--- src/rtl/core/vsa_pkg.sv ---
// ----------------------------------------------------------------------------
// Vectorscope accumulator package
// Shared constants, operation codes and the word type that the queue carries.
// ----------------------------------------------------------------------------
package vsa_pkg;

	// Grid geometry. The side is a power of two, so a cell address is {row, column}.
	localparam int GRID_SIDE  = 256;
	localparam int GRID_BITS  = $clog2(GRID_SIDE);
	localparam int ADDR_BITS  = 2 * GRID_BITS;
	localparam int CELLS      = GRID_SIDE * GRID_SIDE;

	// Cell counters.
	localparam int COUNT_BITS = 24;
	localparam logic [COUNT_BITS-1:0] COUNT_MAX = {COUNT_BITS{1'b1}};

	// Field widths.
	localparam int SAMPLE_W   = 23;
	localparam int INDEX_W    = 16;
	localparam int OUT_W      = 24;
	localparam int LUMA_W     = 23;
	localparam int DIFF_W     = 24;
	localparam int NORM_W     = 23;
	localparam int PROD_W     = 41;
	localparam int CHROMA_W   = 41;
	localparam int NUM_W      = 42 + GRID_BITS;

	// Luma weights and chroma scales, Q16.
	localparam logic signed [17:0] COEF_R   = 18'sd17216;
	localparam logic signed [17:0] COEF_G   = 18'sd44433;
	localparam logic signed [17:0] COEF_B   = 18'sd3886;
	localparam logic signed [17:0] SCALE_CB = 18'sd32047;
	localparam logic signed [17:0] SCALE_CR = 18'sd40888;
	localparam logic signed [LUMA_W-1:0] LUMA_MIN = LUMA_W'(6);
	localparam logic signed [LUMA_W-1:0] NORM_MIN = LUMA_W'(256);

	// Input mode codes.
	localparam logic [1:0] MODE_ACC   = 2'd0;
	localparam logic [1:0] MODE_READ  = 2'd1;
	localparam logic [1:0] MODE_CLEAR = 2'd2;

	// Operations handed to the back end.
	typedef enum logic [1:0] {
		OP_ACC,
		OP_READ,
		OP_CLEAR
	} op_t;

	// One queued word.
	typedef struct packed {
		op_t                 op;
		logic [NUM_W-1:0]    num_x;
		logic [NUM_W-1:0]    num_y;
		logic [NORM_W-1:0]   norm;
		logic [INDEX_W-1:0]  cell_index;
	} job_t;

endpackage

--- src/rtl/core/vsa_front.sv ---
// ----------------------------------------------------------------------------
// Vectorscope front end
// Accepts one word at a time, works out luma and the two chroma numerators,
// drops skipped or off-grid pixels and unused-mode words, and hands the rest to the queue.
// ----------------------------------------------------------------------------
module vsa_front (
	input  logic                         clk,
	input  logic                         arst_n,
	input  logic                         take,
	input  logic [1:0]                   mode,
	input  logic [vsa_pkg::SAMPLE_W-1:0] red_sample,
	input  logic [vsa_pkg::SAMPLE_W-1:0] green_sample,
	input  logic [vsa_pkg::SAMPLE_W-1:0] blue_sample,
	input  logic [vsa_pkg::INDEX_W-1:0]  cell_index,
	input  logic                         q_full,
	output logic                         q_push,
	output vsa_pkg::job_t                q_job,
	output logic                         active
);
	import vsa_pkg::*;

	logic valid_s1, valid_s2, valid_s3, valid_s4, valid_s5;
	logic [1:0] mode_s1, mode_s2, mode_s3, mode_s4;
	logic [INDEX_W-1:0] idx_s1, idx_s2, idx_s3, idx_s4;
	logic signed [PROD_W-1:0] pr_s1, pg_s1, pb_s1;
	logic signed [SAMPLE_W-1:0] r_s1, b_s1, r_s2, b_s2;
	logic signed [LUMA_W-1:0] luma_s2;
	logic signed [DIFF_W-1:0] db_s3, dr_s3;
	logic [NORM_W-1:0] norm_s3, norm_s4;
	logic skip_s3, skip_s4;
	logic signed [CHROMA_W-1:0] mb_s4, mr_s4;
	logic [NORM_W+GRID_BITS:0] nb_s4;
	logic keep_s5;
	job_t job_s5;

	logic signed [PROD_W:0] luma_sum;
	logic signed [NUM_W-1:0] base_x, term_x, term_y, nx, ny, bound;
	logic off_grid;

	assign active = valid_s1 | valid_s2 | valid_s3 | valid_s4 | valid_s5;
	assign q_push = valid_s5 & keep_s5 & !q_full;
	assign q_job  = job_s5;

	// Stage valids; the last stage holds while the queue is full.
	always_ff @(posedge clk or negedge arst_n) begin
		if (!arst_n) begin
			valid_s1 <= 1'b0;
			valid_s2 <= 1'b0;
			valid_s3 <= 1'b0;
			valid_s4 <= 1'b0;
			valid_s5 <= 1'b0;
		end else begin
			valid_s1 <= take;
			valid_s2 <= valid_s1;
			valid_s3 <= valid_s2;
			valid_s4 <= valid_s3;
			if (valid_s4)
				valid_s5 <= 1'b1;
			else if (!keep_s5 || !q_full)
				valid_s5 <= 1'b0;
		end
	end

	// Weighted products of the three samples.
	always_ff @(posedge clk) begin
		if (take) begin
			mode_s1 <= mode;
			idx_s1  <= cell_index;
			r_s1    <= red_sample;
			b_s1    <= blue_sample;
			pr_s1   <= PROD_W'(signed'(red_sample)) * PROD_W'(COEF_R);
			pg_s1   <= PROD_W'(signed'(green_sample)) * PROD_W'(COEF_G);
			pb_s1   <= PROD_W'(signed'(blue_sample)) * PROD_W'(COEF_B);
		end
	end

	// Luma is the floor of the weighted sum over 65536.
	assign luma_sum = (PROD_W+1)'(pr_s1) + (PROD_W+1)'(pg_s1) + (PROD_W+1)'(pb_s1);

	always_ff @(posedge clk) begin
		mode_s2 <= mode_s1;
		idx_s2  <= idx_s1;
		r_s2    <= r_s1;
		b_s2    <= b_s1;
		luma_s2 <= LUMA_W'(luma_sum >>> 16);
	end

	// Colour differences, the normaliser and the dark-pixel test.
	always_ff @(posedge clk) begin
		mode_s3 <= mode_s2;
		idx_s3  <= idx_s2;
		skip_s3 <= luma_s2 < LUMA_MIN;
		norm_s3 <= NORM_W'((luma_s2 > NORM_MIN) ? luma_s2 : NORM_MIN);
		db_s3   <= DIFF_W'(b_s2) - DIFF_W'(luma_s2);
		dr_s3   <= DIFF_W'(r_s2) - DIFF_W'(luma_s2);
	end

	// Scaled chroma and the grid centre term.
	always_ff @(posedge clk) begin
		mode_s4 <= mode_s3;
		idx_s4  <= idx_s3;
		skip_s4 <= skip_s3;
		norm_s4 <= norm_s3;
		mb_s4   <= CHROMA_W'(db_s3) * CHROMA_W'(SCALE_CB);
		mr_s4   <= CHROMA_W'(dr_s3) * CHROMA_W'(SCALE_CR);
		nb_s4   <= (NORM_W+GRID_BITS+1)'(norm_s3) * (NORM_W+GRID_BITS+1)'(GRID_SIDE + 1);
	end

	// Numerators over the divisor 2^17 * norm; the quotient must land on the grid.
	assign base_x   = signed'(NUM_W'(nb_s4) << 16);
	assign term_x   = NUM_W'(mb_s4) <<< GRID_BITS;
	assign term_y   = NUM_W'(mr_s4) <<< GRID_BITS;
	assign nx       = base_x + term_x;
	assign ny       = base_x - term_y;
	assign bound    = signed'(NUM_W'(norm_s4) << (17 + GRID_BITS));
	assign off_grid = nx < 0 || ny < 0 || nx >= bound || ny >= bound;

	// Classify the word for the back end.
	always_ff @(posedge clk) begin
		if (valid_s4) begin
			job_s5.num_x      <= nx;
			job_s5.num_y      <= ny;
			job_s5.norm       <= norm_s4;
			job_s5.cell_index <= idx_s4;
			unique case (mode_s4)
				MODE_ACC: begin
					job_s5.op <= OP_ACC;
					keep_s5   <= !skip_s4 && !off_grid;
				end
				MODE_READ: begin
					job_s5.op <= OP_READ;
					keep_s5   <= 1'b1;
				end
				MODE_CLEAR: begin
					job_s5.op <= OP_CLEAR;
					keep_s5   <= 1'b1;
				end
				default: begin
					job_s5.op <= OP_ACC;
					keep_s5   <= 1'b0;
				end
			endcase
		end
	end

endmodule

--- config.mk ---
export PLATFORM = sky130hd
export DESIGN_NAME = vsa_front
export DESIGN_NICKNAME = d
export VERILOG_FILES = /design/src/rtl/core/vsa_pkg.sv /design/src/rtl/core/vsa_front.sv
export SDC_FILE = /design/constraint.sdc
export NUM_CORES = 2
export LEC_CHECK = 0
export BUFFER_PORTS_ARGS = -buffer_cell sky130_fd_sc_hd__buf_2
export CORE_ASPECT_RATIO = 0.7
export CORE_MARGIN = 1
export CORE_UTILIZATION = 55
export DETAILED_ROUTE_END_ITERATION = 8
export GPL_TIMING_DRIVEN = 0
export HOLD_SLACK_MARGIN = 0.06
export PLACE_DENSITY = 0.73
export SLEW_MARGIN = 15
export SYNTH_ARGS = -nofsm -noshare
export SYNTH_HDL_FRONTEND = slang
export SYNTH_SLANG_ARGS = --single-unit
--- constraint.sdc ---
create_clock -name clk -period 11.52 [get_ports clk]
set_input_delay 0.576 -clock clk [delete_from_list [all_inputs] [get_ports clk]]
set_output_delay 0.576 -clock clk [all_outputs]
set_load 0.05 [all_outputs]
## Yosys cells after proc, flatten, opt, wreduce, memory -nomap -nowiden

Cells that the tools add are included.

| storage, ports and cells | value |
|---|---|
| register bits | 647 |
| bits in latches | 0 |
| memory bits (writable) | 0 |
| bits in read-only memories | 0 |
| input port bits | 91 |
| logic and storage cells | 78 |
| memories | 0 |

| cells by class | value |
|---|---|
| $add $sub $neg | 6 |
| $mul | 6 |
| divide/modulo/power cells | 0 |
| magnitude comparators | 6 |
| equal/unequal tests | 2 |
| shifts and indexed selects | 0 |
| multiplexer cells | 4 |
| bitwise operators | 6 |
| reduce and logical (&&, ||, !) cells | 12 |

Operator list:

| kind | count |
|---|---|
| 50-bit by 49-bit >= comparator with 1-bit output | 2 |
| 50-bit by 1-bit < comparator with 1-bit output, second input constant | 2 |
| 49-bit by 48-bit adder with 50-bit output | 1 |
| 49-bit by 49-bit subtractor with 50-bit output | 1 |
| 23-bit by 23-bit subtractor with 24-bit output | 2 |
| 24-bit by 16-bit multiplier with 40-bit output, second input constant | 1 |
| 39-bit by 36-bit adder with 39-bit output | 1 |
| 39-bit adder | 1 |
| 23-bit by 17-bit multiplier with 39-bit output, second input constant | 1 |
| 24-bit by 14-bit multiplier with 38-bit output, second input constant | 1 |
| 23-bit by 12-bit multiplier with 35-bit output, second input constant | 1 |
| 23-bit by 10-bit multiplier with 33-bit output, second input constant | 1 |
| 23-bit by 9-bit multiplier with 32-bit output, second input constant | 1 |
| 23-bit by 10-bit greater-than comparator with 1-bit output, second input constant | 1 |
| 23-bit by 4-bit < comparator with 1-bit output, second input constant | 1 |
| 1-bit logical NOT | 4 |
| 1-bit logical OR | 4 |
| 1-bit OR | 4 |
| 2-bit case mux with 2 select lines | 1 |
| 1-bit AND | 2 |
| 2-bit by 1-bit equality test with 1-bit output, second input constant | 1 |
| 2-bit equality test, second input constant | 1 |
| 2-bit logical NOT | 1 |
| 1-bit two-way mux | 2 |
| other kinds (4) | 4 |

## Logic depth before layout (Yosys ltp)

| logic depth | value |
|---|---|
| word-level depth | 8 |
| mapped depth | 25 |
| depth with buffers taken out | 25 |

## Worst setup path after synthesis

Ideal clock, no wire load.

| path | value |
|---|---|
| path kind | register to register |
| start | register db_s3[23] |
| end | register mb_s4[36] |
| setup time | 0.072 ns |
| arrival | 6.628 ns |
| setup slack | 4.819 ns |
| stages on the path, launching flop included | 22 |
| path buffers | 1 |
| clock period less this slack | 6.701 ns |
| cells stage by stage | dfxtp_1 clkbuf_1 inv_1 fa_1 inv_1 ha_1 fa_1 fa_1 fa_1 fa_1 ha_1 a21o_1 a21o_1 a21o_1 a21o_1 a21o_1 a211o_1 o211ai_1 nand2b_1 a31o_2 a21oi_1 xnor2_1 |

| between the ends | value |
|---|---|
| longest elaborated chain between the ends | 1 |

RTL lines:

| what | RTL line | RTL |
|---|---|---|
| start: declaration | vsa_front.sv:28 | `logic signed [DIFF_W-1:0] db_s3, dr_s3;` |
| start signal: assignment | vsa_front.sv:94 | `db_s3 <= DIFF_W'(b_s2) - DIFF_W'(luma_s2);` |
| 24-bit by 16-bit multiplier with 40-bit output | vsa_front.sv:104 | `mb_s4 <= CHROMA_W'(db_s3) * CHROMA_W'(SCALE_CB);` |
| end signal: assignment | vsa_front.sv:104 |  |
| end: declaration | vsa_front.sv:31 | `logic signed [CHROMA_W-1:0] mb_s4, mr_s4;` |

Every way passes these cells.
A chain may end at the register's enable or synchronous reset.

## Final worst setup path

| path | value |
|---|---|
| start | register dr_s3[23] |
| end | register mr_s4[40] |

| between the ends | value |
|---|---|
| longest elaborated chain between the ends | 1 |

RTL lines:

| what | RTL line | RTL |
|---|---|---|
| start: declaration | vsa_front.sv:28 |  |
| start signal: assignment | vsa_front.sv:95 | `dr_s3 <= DIFF_W'(r_s2) - DIFF_W'(luma_s2);` |
| 24-bit by 14-bit multiplier with 38-bit output | vsa_front.sv:105 | `mr_s4 <= CHROMA_W'(dr_s3) * CHROMA_W'(SCALE_CR);` |
| end signal: assignment | vsa_front.sv:105 |  |
| end: declaration | vsa_front.sv:31 |  |

Every way passes these cells.

==> run metrics <==
outcome=complete, no violations; Via density=around 5.3; DR vias=approximately 37,000; Worst setup SP type=register; Max-Slew Margin vs Limit=0.2257; Slew @ Worst Pin=~1.1 ns; vias in the first global route=between 30,000 and 40,000; global-route usage over all layers=0.2502; Worst Setup End Kind=register; DP HPWL=around 110,000 um; Layout Skew=about 0.079 ns; sequential fraction of the synthesis area=0.2669; DP Cell Count=between 6,000 and 7,000; Finished Layout Cells=approximately 7,000; ys flop type=dfxtp_1; clock root buffer master=clkbuf_16; largest net degree at the start of global routing=93; worst slack at placement=approximately 4.4 ns; WL final=roughly 130,000 um; Final WS setup=~4.4 ns; Residual DRC=0; core box area=~0.1 sq mm; Syn Area/Cell=10.84 sq um; WL/cell=around 19 um; clk_lat worst skew=approximately 0.70 ns; die width=between 300 and 400 um; HP Class=primary input to register; gpl congestion=around 0.94; Worst-path clk slew=~0.060 ns; post-route antenna net violation count=0; Synth cell types=77; kind of critical path=register to register; Top-Level Pins=roughly 230; most frequent cells in the layout=1,260 x inv_1, 917 x ha_1, 728 x fa_1; Final setup viols=0; Die Area=between 0.1 and 0.15 sq mm; Sink Count=slightly above 600; min cycle time layout=7.123 ns; Critical Path Fanout Max=23; Area growth, synth to finish=9.312%; post-route clock period utilization=0.6183; Buffers on Ports=~210; yosys warns=0; first-pass GRT wire length=approximately 200,000 um; Row Count=98; DRT Pass-1 Iters=7; fillers=between 8,000 and 9,000; Total Neg Setup Slack=0 ns; Fmax achieved=roughly 140 MHz; Initial Util=0.5577; Max-cap violations=0; share of layout cells above drive strength 1=0.06978; final hold violation count=0; post_cts resized=0; most common cell after layout, fill and taps aside=inv_1; die height=roughly 270 um; Post-synth EDFFs=a little under 300; fraction of registers with async set/reset=0.008117; grt ovf=0; Syn Std Cell Area=~0.057 sq mm; CP arrival=7.67 ns; RSZ-0062 raised after global routing=false; # H-tree levels=2; Finished Core Util=0.6096; initial antenna violation count=12; synthesized netlist cell count=5,275; Required @ worst endpoint=between 10 and 15 ns; Pins Over Slew Limit=0; TritonCTS Buffers=around 60; Initial DRC Count=about 2,800; nets@finish=roughly 7,300; CTS tree=done; synthesized flop and latch total=between 600 and 700; maximum clock insertion buffer count=3
-- state kept, by name (all words and copies together), names as in the netlist, 23 cells and up --
register,cells
mr_s4,38
r_s2,23
b_s1,23
b_s2,23
pr_s1,31
dr_s3,24
pb_s1,34
pg_s1,38
mb_s4,40
norm_s3,23
r_s1,23
nb_s4,32
db_s3,24
q_job,122
luma_s2,23
-- per-stage QoR --
step                      instance area [sq um]  hold WS [ns]
after global routing                      62490       0.07269
final                                     62490        0.1197
after detailed placement                  60120        0.3121
after floorplan                           57240        0.2804
after global placement                    60000        0.3098
after CTS                                 62470       0.06037
-- what timing repair did --
item / 4_1_cts / 5_1_grt
hold buffers: 18 / 0
hold endpoints to repair: 22 / 0
endpoints found under the setup margin: 0 / 0
setup buffers: 0 / 0
-- worst paths after layout --
check	from	to	cells past startpoint	slack, ns
max	dr_s3[23]	mr_s4[40]	22	4.40
min	cell_index[3]	idx_s1[3]	1	0.12
max reg2reg	dr_s3[23]	mr_s4[40]	22	4.40
min reg2reg	norm_s3[5]	nb_s4[5]	0	0.31
max in group asynchronous	arst_n	valid_s4	2	11.14
min in group asynchronous	arst_n	valid_s1	2	0.22
-- final cells by class --
type	count	area (sq um)	area share
buffer	27	172.7	0.002763
tap	1350	1689	0.02703
timing repair buffer	236	1364	0.02182
antenna	6	15.01	0.0002403
sequential	616	15270	0.2443
clock inverter	41	500.5	0.008008
multi-input combinational	3391	37090	0.5934
clock buffer	75	1672	0.02675
inverter	1260	4730	0.07568
-- worst max-delay path, cell delays in order (launching register included) --
cell and delay, ns:
dfxtp_2 0.76, clkbuf_1 0.44, inv_1 0.41, fa_1 0.63
inv_1 0.06, fa_1 0.50, inv_1 0.06, fa_1 0.47
inv_1 0.05, fa_1 0.54, inv_1 0.05, fa_1 0.50
inv_1 0.04, ha_1 0.32, nand2_1 0.08, o21ai_0 0.38
nand3_1 0.12, o221ai_1 0.14, nor4_1 0.10, o311ai_0 0.60
nor3_1 0.10, a21oi_1 0.18, xor2_1 0.45
-- routing by layer --
layer	wire, um	global-route usage	up-vias
met5	78	0	-
met4	2760	0.05441	12
met3	9659	0.05299	160
met2	56990	0.3827	1003
met1	61110	0.3656	18408
li1	-	-	17846
-- cell usage after synthesis, drive strengths merged (6+ instances only) --
library cell  number  area share
o41ai              8      0.0014
a41o               6      0.0011
or4                6     0.00085
o31ai              9      0.0013
o21a              37      0.0049
a21o             117       0.015
o21bai            39      0.0051
inv             1260       0.083
o21ai            146       0.013
a21oi            251       0.022
nand4             38      0.0042
and3              25      0.0027
and4               8      0.0012
nor3              54      0.0047
xor2              74       0.011
a31oi             24      0.0026
edfxtp           290        0.15
nand2b            40      0.0044
nor2b             44      0.0048
and2              29      0.0032
a211o              7      0.0011
nor4              11      0.0012
xnor2            231       0.035
a211oi            35      0.0048
nand3             50      0.0044
o2111ai            6     0.00092
dfxtp            321        0.11
o311ai             7      0.0011
nand3b             7     0.00092
ha               917        0.20
a31o               8      0.0012
nand2            109      0.0072
or2               21      0.0023
or3               12      0.0013
o211ai            17      0.0022
buf               19      0.0025
fa               728        0.25
a221oi             6      0.0011
nor2             173       0.011
clkbuf             8     0.00053
a21boi             7     0.00092
-- cells by family after synthesis --
kind of cell,after synthesis,share of synthesized area
other,1,0.00006559
XOR/XNOR,305,0.04673
AO/OA/AOI/OAI,774,0.08695
buffers and inverters,1287,0.08575
adder cells (fa/ha/maj),1645,0.4556
flip-flops,616,0.2669
multiplexers,6,0.001072
AND/OR/NAND/NOR,641,0.05690
Power is not shown: default switching activity piles up to over one toggle a cycle in this logic, so the estimate is an artifact.
