## src/rtl/core/vsa_pkg.sv

```systemverilog
// ----------------------------------------------------------------------------
// Vectorscope accumulator package
// Shared constants, operation codes and the word type that the queue carries.
// ----------------------------------------------------------------------------
package vsa_pkg;

	// Grid geometry. The side is a power of two, so a cell address is {row, column}.
	localparam int GRID_SIDE  = 256;
	localparam int GRID_BITS  = $clog2(GRID_SIDE);
	localparam int ADDR_BITS  = 2 * GRID_BITS;
	localparam int CELLS      = GRID_SIDE * GRID_SIDE;

	// Cell counters.
	localparam int COUNT_BITS = 24;
	localparam logic [COUNT_BITS-1:0] COUNT_MAX = {COUNT_BITS{1'b1}};

	// Field widths.
	localparam int SAMPLE_W   = 23;
	localparam int INDEX_W    = 16;
	localparam int OUT_W      = 24;
	localparam int LUMA_W     = 23;
	localparam int DIFF_W     = 24;
	localparam int NORM_W     = 23;
	localparam int PROD_W     = 41;
	localparam int CHROMA_W   = 41;
	localparam int NUM_W      = 42 + GRID_BITS;

	// Luma weights and chroma scales, Q16.
	localparam logic signed [17:0] COEF_R   = 18'sd17216;
	localparam logic signed [17:0] COEF_G   = 18'sd44433;
	localparam logic signed [17:0] COEF_B   = 18'sd3886;
	localparam logic signed [17:0] SCALE_CB = 18'sd32047;
	localparam logic signed [17:0] SCALE_CR = 18'sd40888;
	localparam logic signed [LUMA_W-1:0] LUMA_MIN = LUMA_W'(6);
	localparam logic signed [LUMA_W-1:0] NORM_MIN = LUMA_W'(256);

	// Input mode codes.
	localparam logic [1:0] MODE_ACC   = 2'd0;
	localparam logic [1:0] MODE_READ  = 2'd1;
	localparam logic [1:0] MODE_CLEAR = 2'd2;

	// Operations handed to the back end.
	typedef enum logic [1:0] {
		OP_ACC,
		OP_READ,
		OP_CLEAR
	} op_t;

	// One queued word.
	typedef struct packed {
		op_t                 op;
		logic [NUM_W-1:0]    num_x;
		logic [NUM_W-1:0]    num_y;
		logic [NORM_W-1:0]   norm;
		logic [INDEX_W-1:0]  cell_index;
	} job_t;

endpackage

```

## src/rtl/core/vsa_fifo.sv

```systemverilog
// ----------------------------------------------------------------------------
// Vectorscope job queue
// A four-entry first-in first-out queue between the front and back ends.
// ----------------------------------------------------------------------------
module vsa_fifo (
	input  logic          clk,
	input  logic          arst_n,
	input  logic          push,
	input  vsa_pkg::job_t push_job,
	input  logic          pop,
	output vsa_pkg::job_t pop_job,
	output logic          full,
	output logic          empty
);
	import vsa_pkg::*;

	localparam int DEPTH = 4;
	localparam int PTR_W = $clog2(DEPTH);

	job_t slot_q [DEPTH];
	logic [PTR_W-1:0] wr_ptr_q, rd_ptr_q;
	logic [PTR_W:0] fill_q;

	assign full    = fill_q == (PTR_W+1)'(DEPTH);
	assign empty   = fill_q == '0;
	assign pop_job = slot_q[rd_ptr_q];

	// Pointers and fill level.
	always_ff @(posedge clk or negedge arst_n) begin
		if (!arst_n) begin
			wr_ptr_q <= '0;
			rd_ptr_q <= '0;
			fill_q   <= '0;
		end else begin
			if (push)
				wr_ptr_q <= wr_ptr_q + 1'b1;
			if (pop)
				rd_ptr_q <= rd_ptr_q + 1'b1;
			if (push && !pop)
				fill_q <= fill_q + 1'b1;
			else if (pop && !push)
				fill_q <= fill_q - 1'b1;
		end
	end

	// Storage.
	always_ff @(posedge clk) begin
		if (push)
			slot_q[wr_ptr_q] <= push_job;
	end

endmodule

```

## config.mk

```make
export PLATFORM = sky130hd
export DESIGN_NAME = vsa_fifo
export DESIGN_NICKNAME = d
export VERILOG_FILES = /design/src/rtl/core/vsa_pkg.sv /design/src/rtl/core/vsa_fifo.sv
export SDC_FILE = /design/constraint.sdc
export NUM_CORES = 1
export LEC_CHECK = 0
export ABC_AREA = 1
export BUFFER_PORTS_ARGS = -buffer_cell sky130_fd_sc_hd__buf_2
export CAP_MARGIN = 20
export CORE_MARGIN = 8
export CORE_UTILIZATION = 55
export CTS_CLUSTER_DIAMETER = 50
export DETAILED_ROUTE_END_ITERATION = 10
export PLACE_DENSITY = 0.76
export SLEW_MARGIN = 20
export SYNTH_ARGS = -nofsm -noshare
export SYNTH_HDL_FRONTEND = slang
export SYNTH_SLANG_ARGS = --single-unit
```

## constraint.sdc

```tcl
create_clock -name clk -period 4.75 [get_ports clk]
set_clock_uncertainty 0.2 [all_clocks]
set_input_delay 0.7125 -clock clk [delete_from_list [all_inputs] [get_ports clk]]
set_output_delay 0.7125 -clock clk [all_outputs]
set_load 0.1 [all_outputs]
```

== Yosys cells after proc, flatten, opt, wreduce, memory -nomap -nowiden ==
Memory sizes are Yosys's and may differ from the RTL's.
Cells that the tools add are included.
Widths: inputs -> output; s select.
Storage, ports and cells
  register bits: 7
  memory bits (writable): 564
  input bits: 145
  output and inout port bits: 143
  word-level logic and storage cells: 19
  memories: 1
Memory list
  slot_q: words 4, bits a word 141, rd ports 1, clocked after Yosys merged registers in 0, wr ports 1, line vsa_fifo.sv:20  | job_t slot_q [DEPTH];
Cells by class
  add/subtract/negate cells: 4
  eq/ne operators: 1
  mux-type cells: 4
  reduce and logical (&&, ||, !) cells: 6
Operators by type and width (count)
  $mux 3: 2
  $add 2x1->2 const B: 2
  $add 3x1->3 const B: 1
  $eq 3x3->1 const B: 1
  $logic_not 3->1: 1
  $sub 3x1->3 const B: 1
  $logic_and 1x1->1: 2
  $logic_not 1->1: 2
  $mux 1: 2
  $reduce_bool 2->1: 1

== Logic depth before layout (Yosys ltp) ==
Gate-level depths: netlist of run 1.
  depth in word-level cells: 4
  gate-level depth with buffers: 9
  gate-level depth less buffers: 9

== Least setup slack after synthesis of run 1 ==
Ideal clock, no wire load.
  path kind: input to register
  start: input port push
  end: memory slot_q[0][0] (netlist name) (enable)
  library setup time: 494 ps
  arrival time: 3737 ps
  data required time: 4056 ps
  slack: 318 ps
  stages on the path: 3
  buffers on the path: 1
  cell sequence: clkbuf_1 nand2_1 inv_1
On the way
  longest elaborated chain between the ends: 2
RTL lines
  start, declared: line vsa_fifo.sv:8  | input logic push,
  $mux 1: line vsa_fifo.sv:48  | if (push)
  $mux 1 (not written as such): line vsa_fifo.sv:49  | slot_q[wr_ptr_q] <= push_job;
  end, declared: line vsa_fifo.sv:20
No other way between the ends.

==> results.py, run 1 <==
metrics = {
    "sta": {
        "max_freq_mhz": 266,
        "tightest_slew_ps": 1080,
        "rsz0062_at_grt": "false",
        "setup_tns_ps": 0,
        "hold_viol": 0,
        "slew_headroom_pct": 27.9,
        "setup_violations": 0,
        "fin_crit_sh_pct": 79.2,
        "fin_worst_hold_slack_ps": 138,
        "period_minus_slack_ps": 3760,
        "drv_slew": 0,
    },
    "worst_setup_path": {
        "worstPathRequired_ps": 3840,
        "critPathArrivalTime_ps": 2850,
        "worstSetupPathType": "flop to output pin",
        "start_kind": "flop",
        "rrSetupSlack_ps": 2270,
        "crit-reg2reg-launch": "wr_ptr_q[0]$_DFFE_PN0P_",
        "timing.rr.end": "slot_q[0][74]$_DFFE_PP_",
        "r2r_cells": 5,
        "crit_path_end_kind": "output pin",
        "crit_fanout": 92,
    },
    "min_path": {
        "hold_start": "push_job[138]",
        "holdPathEnd": "slot_q[0][138]$_DFFE_PP_",
        "hold_path.class": "primary input to flop",
        "worstHoldPathCells": 1,
    },
    "floorplanning": {
        "pin_count": 288,
        "die_h_um": 220,
        "die_area_mm2": 0.0486,
        "dieWidth_um": 220,
        "coreArea_mm2": 0.0416,
        "row_count": 75,
        "initial_core_util_pct": 55.3,
    },
    "route": {
        "firstDrtPassIters": 5,
        "wl_per_cell_um": 18.2,
        "vias_per_cell": 5.23,
        "drt_iter0_markers": 1173,
        "routed_wl_um": 46700,
        "dr_total_vias": 13400,
        "ant_nets": 0,
        "post-route-drc-count": 0,
    },
    "final_layout": {
        "fin_util_pct": 63.4,
        "layout-drive-gt1-share_pct": 19.9,
        "syn_to_final_growth_pct": 14.7,
        "nNetsFinal": 2116,
        "final_common_cell": "edfxtp_1",
        "mostFrequentLayoutCells": "edfxtp_1, nand2_1, inv_1",
    },
    "global_routing": {
        "grt_usage_pct": 18.8,
        "grt_pass1_vias": 13300,
        "antenna_found_initial": 6,
        "grt_overflow_total": 0,
        "grt_pass1_wl_um": 71100,
        "grt_max_degree": 97,
    },
    "clock_tree": {
        "root_buffer": "clkbuf_16",
        "insertion_delay_ps": 580,
        "cts_max_path_buffers": 3,
        "path_clk_slew_ps": 60,
        "cts_sinks": 571,
        "cts_tree": "yes",
        "cts_setup_buffers": 0,
        "cts-htree-levels": 2,
        "cts_buffers": 55,
    },
    "placement": {
        "numPortBuffers": 287,
        "routabilityCongestion": 0.774,
        "hpwl_um": 27800,
    },
    "yosys": {
        "synth_edf_count": 564,
        "syn_area_per_cell_um2": 13.6,
        "yosysSeqAreaShare_pct": 74.5,
        "ys_seq_elements": 571,
        "syn_inst": 1693,
        "syn_nets": 1844,
        "ys.flop_type": "edfxtp_1",
        "synthesis.area_mm2": 0.0230,
        "synth_cell_types": 18,
        "synthArstFlopShare_pct": 1.23,
        "ys_warn_count": 0,
    },
    "flow_run": {
        "maxCapViolCount": 0,
    },
    "status": {
        "outcome": "finished clean",
    },
}
## sequential cells by signal (all words and copies together) (netlist names)
name,flops
fill_q,3
rd_ptr_q,2
slot_q,564
wr_ptr_q,2
## per-stage QoR
stage | instances | instance area [um^2] | setup slack, ps
3_5_place_dp | 2446 | 24500 | 1530
3_3_place_gp | 2446 | 24500 | 1510
4_1_cts | 2549 | 26300 | 895
6_report | 2559 | 26300 | 987
5_1_grt | 2553 | 26300 | 853
2_1_floorplan | 1693 | 23000 | 318
## Yosys cell counts (2+ instances only)
cell / count / share of area (%)
o211ai_1: 282 / 9.2
clkbuf_1: 6 / 0.098
inv_1: 293 / 4.8
buf_6: 58 / 2.8
buf_4: 10 / 0.33
edfxtp_1: 564 / 74
ha_1: 5 / 0.27
nand2_1: 436 / 7.1
buf_2: 21 / 0.46
xor2_1: 3 / 0.11
nor3_1: 2 / 0.044
dfrtp_1: 7 / 0.76
## layout make-up
cell class	instances	area [um^2]
Clock buffer	68	1490
Sequential cell	571	17100
Tap cell	539	674
Inverter	294	1130
Clock inverter	34	283
Timing Repair Buffer	310	1740
Multi-Input combinational cell	733	3900
Fill cell	2970	15200
Antenna cell	10	25.0
## worst max path at each step
stage | startpoint | to | slack (ps) | depth (start not counted)
floorplan | push | slot_q[0][0]$_DFFE_PP_ | 320 | 3
global placement | rd_ptr_q[1]$_DFFE_PN0P_ | pop_job[125] | 1510 | 4
detailed placement | rd_ptr_q[1]$_DFFE_PN0P_ | pop_job[125] | 1530 | 4
CTS | rd_ptr_q[1]$_DFFE_PN0P_ | pop_job[125] | 890 | 4
global route | rd_ptr_q[0]$_DFFE_PN0P_ | pop_job[128] | 850 | 4
finish | rd_ptr_q[0]$_DFFE_PN0P_ | pop_job[65] | 990 | 4
## critical path: stages (launching register included)
cell and delay [ps]:
dfrtp_4 970, buf_12 390, o211ai_1 170, nand2_1 190, buf_2 450
## cells by family after synthesis
| logic type | count (synthesis) | synth area share (%) |
|---|---|---|
| adder cells (fa/ha/maj) | 6 | 0.360 |
| AO/OA/AOI/OAI | 283 | 9.24 |
| AND/OR/NAND/NOR | 440 | 7.22 |
| XOR/XNOR | 4 | 0.153 |
| flip-flops | 571 | 74.5 |
| buffers and inverters | 389 | 8.54 |
## metal layers
layer | GRT usage, % | up-vias | share of wire (%)
met4 | 6.40 | 2 | 2.1
met5 | 0 | - | 0.028
met3 | 4.20 | 73 | 6.7
met1 | 23.2 | 6486 | 40
li1 | - | 6468 | -
met2 | 32.5 | 366 | 51
## repair_timing
item                       in CTS  in global routing
resized for setup               0                  0
setup endpoints to repair       0                  0
hold buffers                    1                  0
hold endpoints to repair        7                  0
Power of run 1 is left out: the tool's default activity adds up to more than one toggle a clock period on the data nets, which glitch-free logic cannot reach.
==> inputs of run 2 (changes only) <==
--- a/config.mk
+++ b/config.mk
@@ -5,14 +5,14 @@
 export SDC_FILE = /design/constraint.sdc
 export NUM_CORES = 1
 export LEC_CHECK = 0
-export ABC_AREA = 1
+export ABC_AREA = 0
 export BUFFER_PORTS_ARGS = -buffer_cell sky130_fd_sc_hd__buf_2
 export CAP_MARGIN = 20
 export CORE_MARGIN = 8
 export CORE_UTILIZATION = 55
 export CTS_CLUSTER_DIAMETER = 50
 export DETAILED_ROUTE_END_ITERATION = 10
-export PLACE_DENSITY = 0.76
+export PLACE_DENSITY = 0.77
 export SLEW_MARGIN = 20
 export SYNTH_ARGS = -nofsm -noshare
 export SYNTH_HDL_FRONTEND = slang
==> constraint.sdc (replaced) <==
create_clock -name clk -period 3.6 [get_ports clk]
set_clock_uncertainty 0.2 [all_clocks]
set_input_delay 0.54 -clock clk [delete_from_list [all_inputs] [get_ports clk]]
set_output_delay 0.54 -clock clk [all_outputs]
set_load 0.1 [all_outputs]
==> results.py, run 2 <==
metrics = {
    "clock_tree": {
        "cts_resized": 0,
        "cts_tree": "yes",
        "cts_max_path_buffers": 3,
        "path_clk_slew_ps": 60,
        "insertion_delay_ps": 590,
        "root_buffer": "clkbuf_16",
        "cts-htree-levels": 2,
        "cts_buffers": 55,
        "cts_sinks": 571,
    },
    "worst_setup_path": {
        "max_stage_delay_ps": 730,
        "timing.rr.end": "slot_q[3][56]$_DFFE_PP_",
        "r2r_cells": 3,
        "crit_path_end_kind": "output pin",
        "critPathArrivalTime_ps": 2640,
        "crit_fanout": 40,
        "worstSetupPathType": "flop to output pin",
        "start_kind": "flop",
        "crit-reg2reg-launch": "wr_ptr_q[0]$_DFFE_PN0P_",
        "worstPathRequired_ps": 2860,
        "rrSetupSlack_ps": 1490,
        "cp_cell_sequence": "buf_12 -> mux4_2 -> buf_2",
        "slowest_stage": "dfrtp_4",
    },
    "sta": {
        "finalWorstSetupSlack_ps": 222,
        "fin_crit_sh_pct": 93.8,
        "period_minus_slack_ps": 3380,
        "setup_tns_ps": 0,
        "rsz0062_at_grt": "false",
        "setup_violations": 0,
        "max_freq_mhz": 296,
        "slew_headroom_pct": 58.6,
        "tightest_slew_ps": 621,
        "drv_slew": 0,
        "fin_worst_hold_slack_ps": 51.1,
        "hold_viol": 0,
    },
    "yosys": {
        "syn_nets": 922,
        "syn_area_per_cell_um2": 26.9,
        "synth_edf_count": 564,
        "ys_top_cells_by_area": "edfxtp_1, mux4_2, dfrtp_1",
        "ys_seq_elements": 571,
        "synthArstFlopShare_pct": 1.23,
        "ys_top_cells_by_count": "edfxtp_1, mux4_2, buf_2",
        "synthesis.area_mm2": 0.0207,
        "netlist.area_leader.share_pct": 81.8,
        "ys.flop_type": "edfxtp_1",
        "synth_top_area_cell": "edfxtp_1",
        "syn_inst": 771,
        "ys_warn_count": 0,
        "synth.most_common_cell": "edfxtp_1",
        "synth_cell_types": 19,
        "yosysSeqAreaShare_pct": 82.6,
    },
    "floorplanning": {
        "die_h_um": 210,
        "die_area_mm2": 0.0441,
        "initial_core_util_pct": 55.4,
        "coreArea_mm2": 0.0374,
        "row_count": 71,
        "pin_count": 288,
        "dieWidth_um": 210,
    },
    "route": {
        "post-route-drc-count": 0,
        "ant_nets": 0,
        "drt_iter0_markers": 661,
        "dr.max_layer_used": "met5",
        "wl_met3_um": 2790,
        "wl_per_cell_um": 23.3,
        "dr_total_vias": 9784,
        "wl_met2_um": 21500,
        "routed_wl_um": 41800,
        "vias_per_cell": 5.45,
        "firstDrtPassIters": 5,
        "wl_met1_um": 16800,
    },
    "global_routing": {
        "grt_overflow_total": 0,
        "grt_pass1_vias": 10700,
        "antenna_found_initial": 2,
        "grt_usage_pct": 18.9,
        "grt_pass1_wl_um": 63500,
        "grt_max_degree": 90,
    },
    "placement": {
        "routabilityCongestion": 0.709,
        "place_area_mm2": 0.0229,
        "pre_cts_ws_ps": 790,
        "hpwl_um": 24100,
        "numPortBuffers": 287,
    },
    "final_layout": {
        "final_cell_area_mm2": 0.0260,
        "final_common_cell": "edfxtp_1",
        "nNetsFinal": 1392,
        "largest_reg_flops": 564,
        "regMostFlops": "slot_q",
        "reg_top3": "slot_q: 564 flops, fill_q: 3 flops",
        "syn_to_final_growth_pct": 25.5,
        "mostFrequentLayoutCells": "edfxtp_1, buf_2, dlygate4sd3_1",
        "fillers": 2174,
        "layout-drive-gt1-share_pct": 40.5,
    },
    "min_path": {
        "hold_start": "push",
        "worstHoldPathCells": 2,
        "holdPathEnd": "wr_ptr_q[0]$_DFFE_PN0P_",
        "hold_path.class": "primary input to flop",
    },
    "flow_run": {
        "maxCapViolCount": 0,
    },
    "status": {
        "outcome": "finished clean",
    },
}
-- run 2: cell families after synthesis --
family	count (synthesis)	share of synthesized area, %
adder cells (fa/ha/maj)	6	0.399
multiplexers	142	15.4
flip-flops	571	82.6
buffers and inverters	36	1.10
XOR/XNOR	6	0.254
AO/OA/AOI/OAI	1	0.0241
AND/OR/NAND/NOR	9	0.236
-- run 2: what timing repair did --
item | 4_1_cts | 5_1_grt
buffers inserted | 0 | 0
hold buffers | 143 | 0
endpoints found under the hold margin | 572 | 0
-- run 2: worst max-delay path by stage --
stage | depth (start not counted) | to | startpoint | slack, ps
floorplan | 1 | full | fill_q[0]$_DFFE_PN0P_ | 210
global placement | 3 | pop_job[32] | rd_ptr_q[0]$_DFFE_PN0P_ | 810
detailed placement | 3 | pop_job[32] | rd_ptr_q[0]$_DFFE_PN0P_ | 790
CTS | 3 | pop_job[68] | rd_ptr_q[0]$_DFFE_PN0P_ | 140
global route | 3 | pop_job[68] | rd_ptr_q[0]$_DFFE_PN0P_ | 80
finish | 3 | pop_job[68] | rd_ptr_q[0]$_DFFE_PN0P_ | 220
-- run 2: stage by stage --
stage	cells	util, %
finish	1796	69.5
floorplan	771	-
global placement	1552	61.2
detailed placement	1552	61.2
global route	1794	69.5
CTS	1794	69.5
-- run 2: area by class of cell --
class	count	area, um^2	share of cell area [%]
flip-flops and latches	571	17100	65.9
multi-input cells	164	3390	13.0
repair buffers	445	3170	12.2
clock buffers	72	1480	5.70
well taps	511	639	2.46
clock inverters	27	178	0.684
inverters	4	15.0	0.0578
diodes	2	5.00	0.0193
-- run 2: per-layer routing --
metal  GRT usage, %  vias to the layer above
li1               -                     4283
met1           24.2                     5122
met2           31.6                      318
met3           5.05                       57
met4           5.61                        4
met5              0                        -
-- run 2: critical path, delay by kind of cell, from the launching register on --
kind | cells | cell delay (ps)
DFF | 1 | 730
buffers and inverters | 2 | 690
muxes | 1 | 590
Power of run 2 is left out for the same reason.
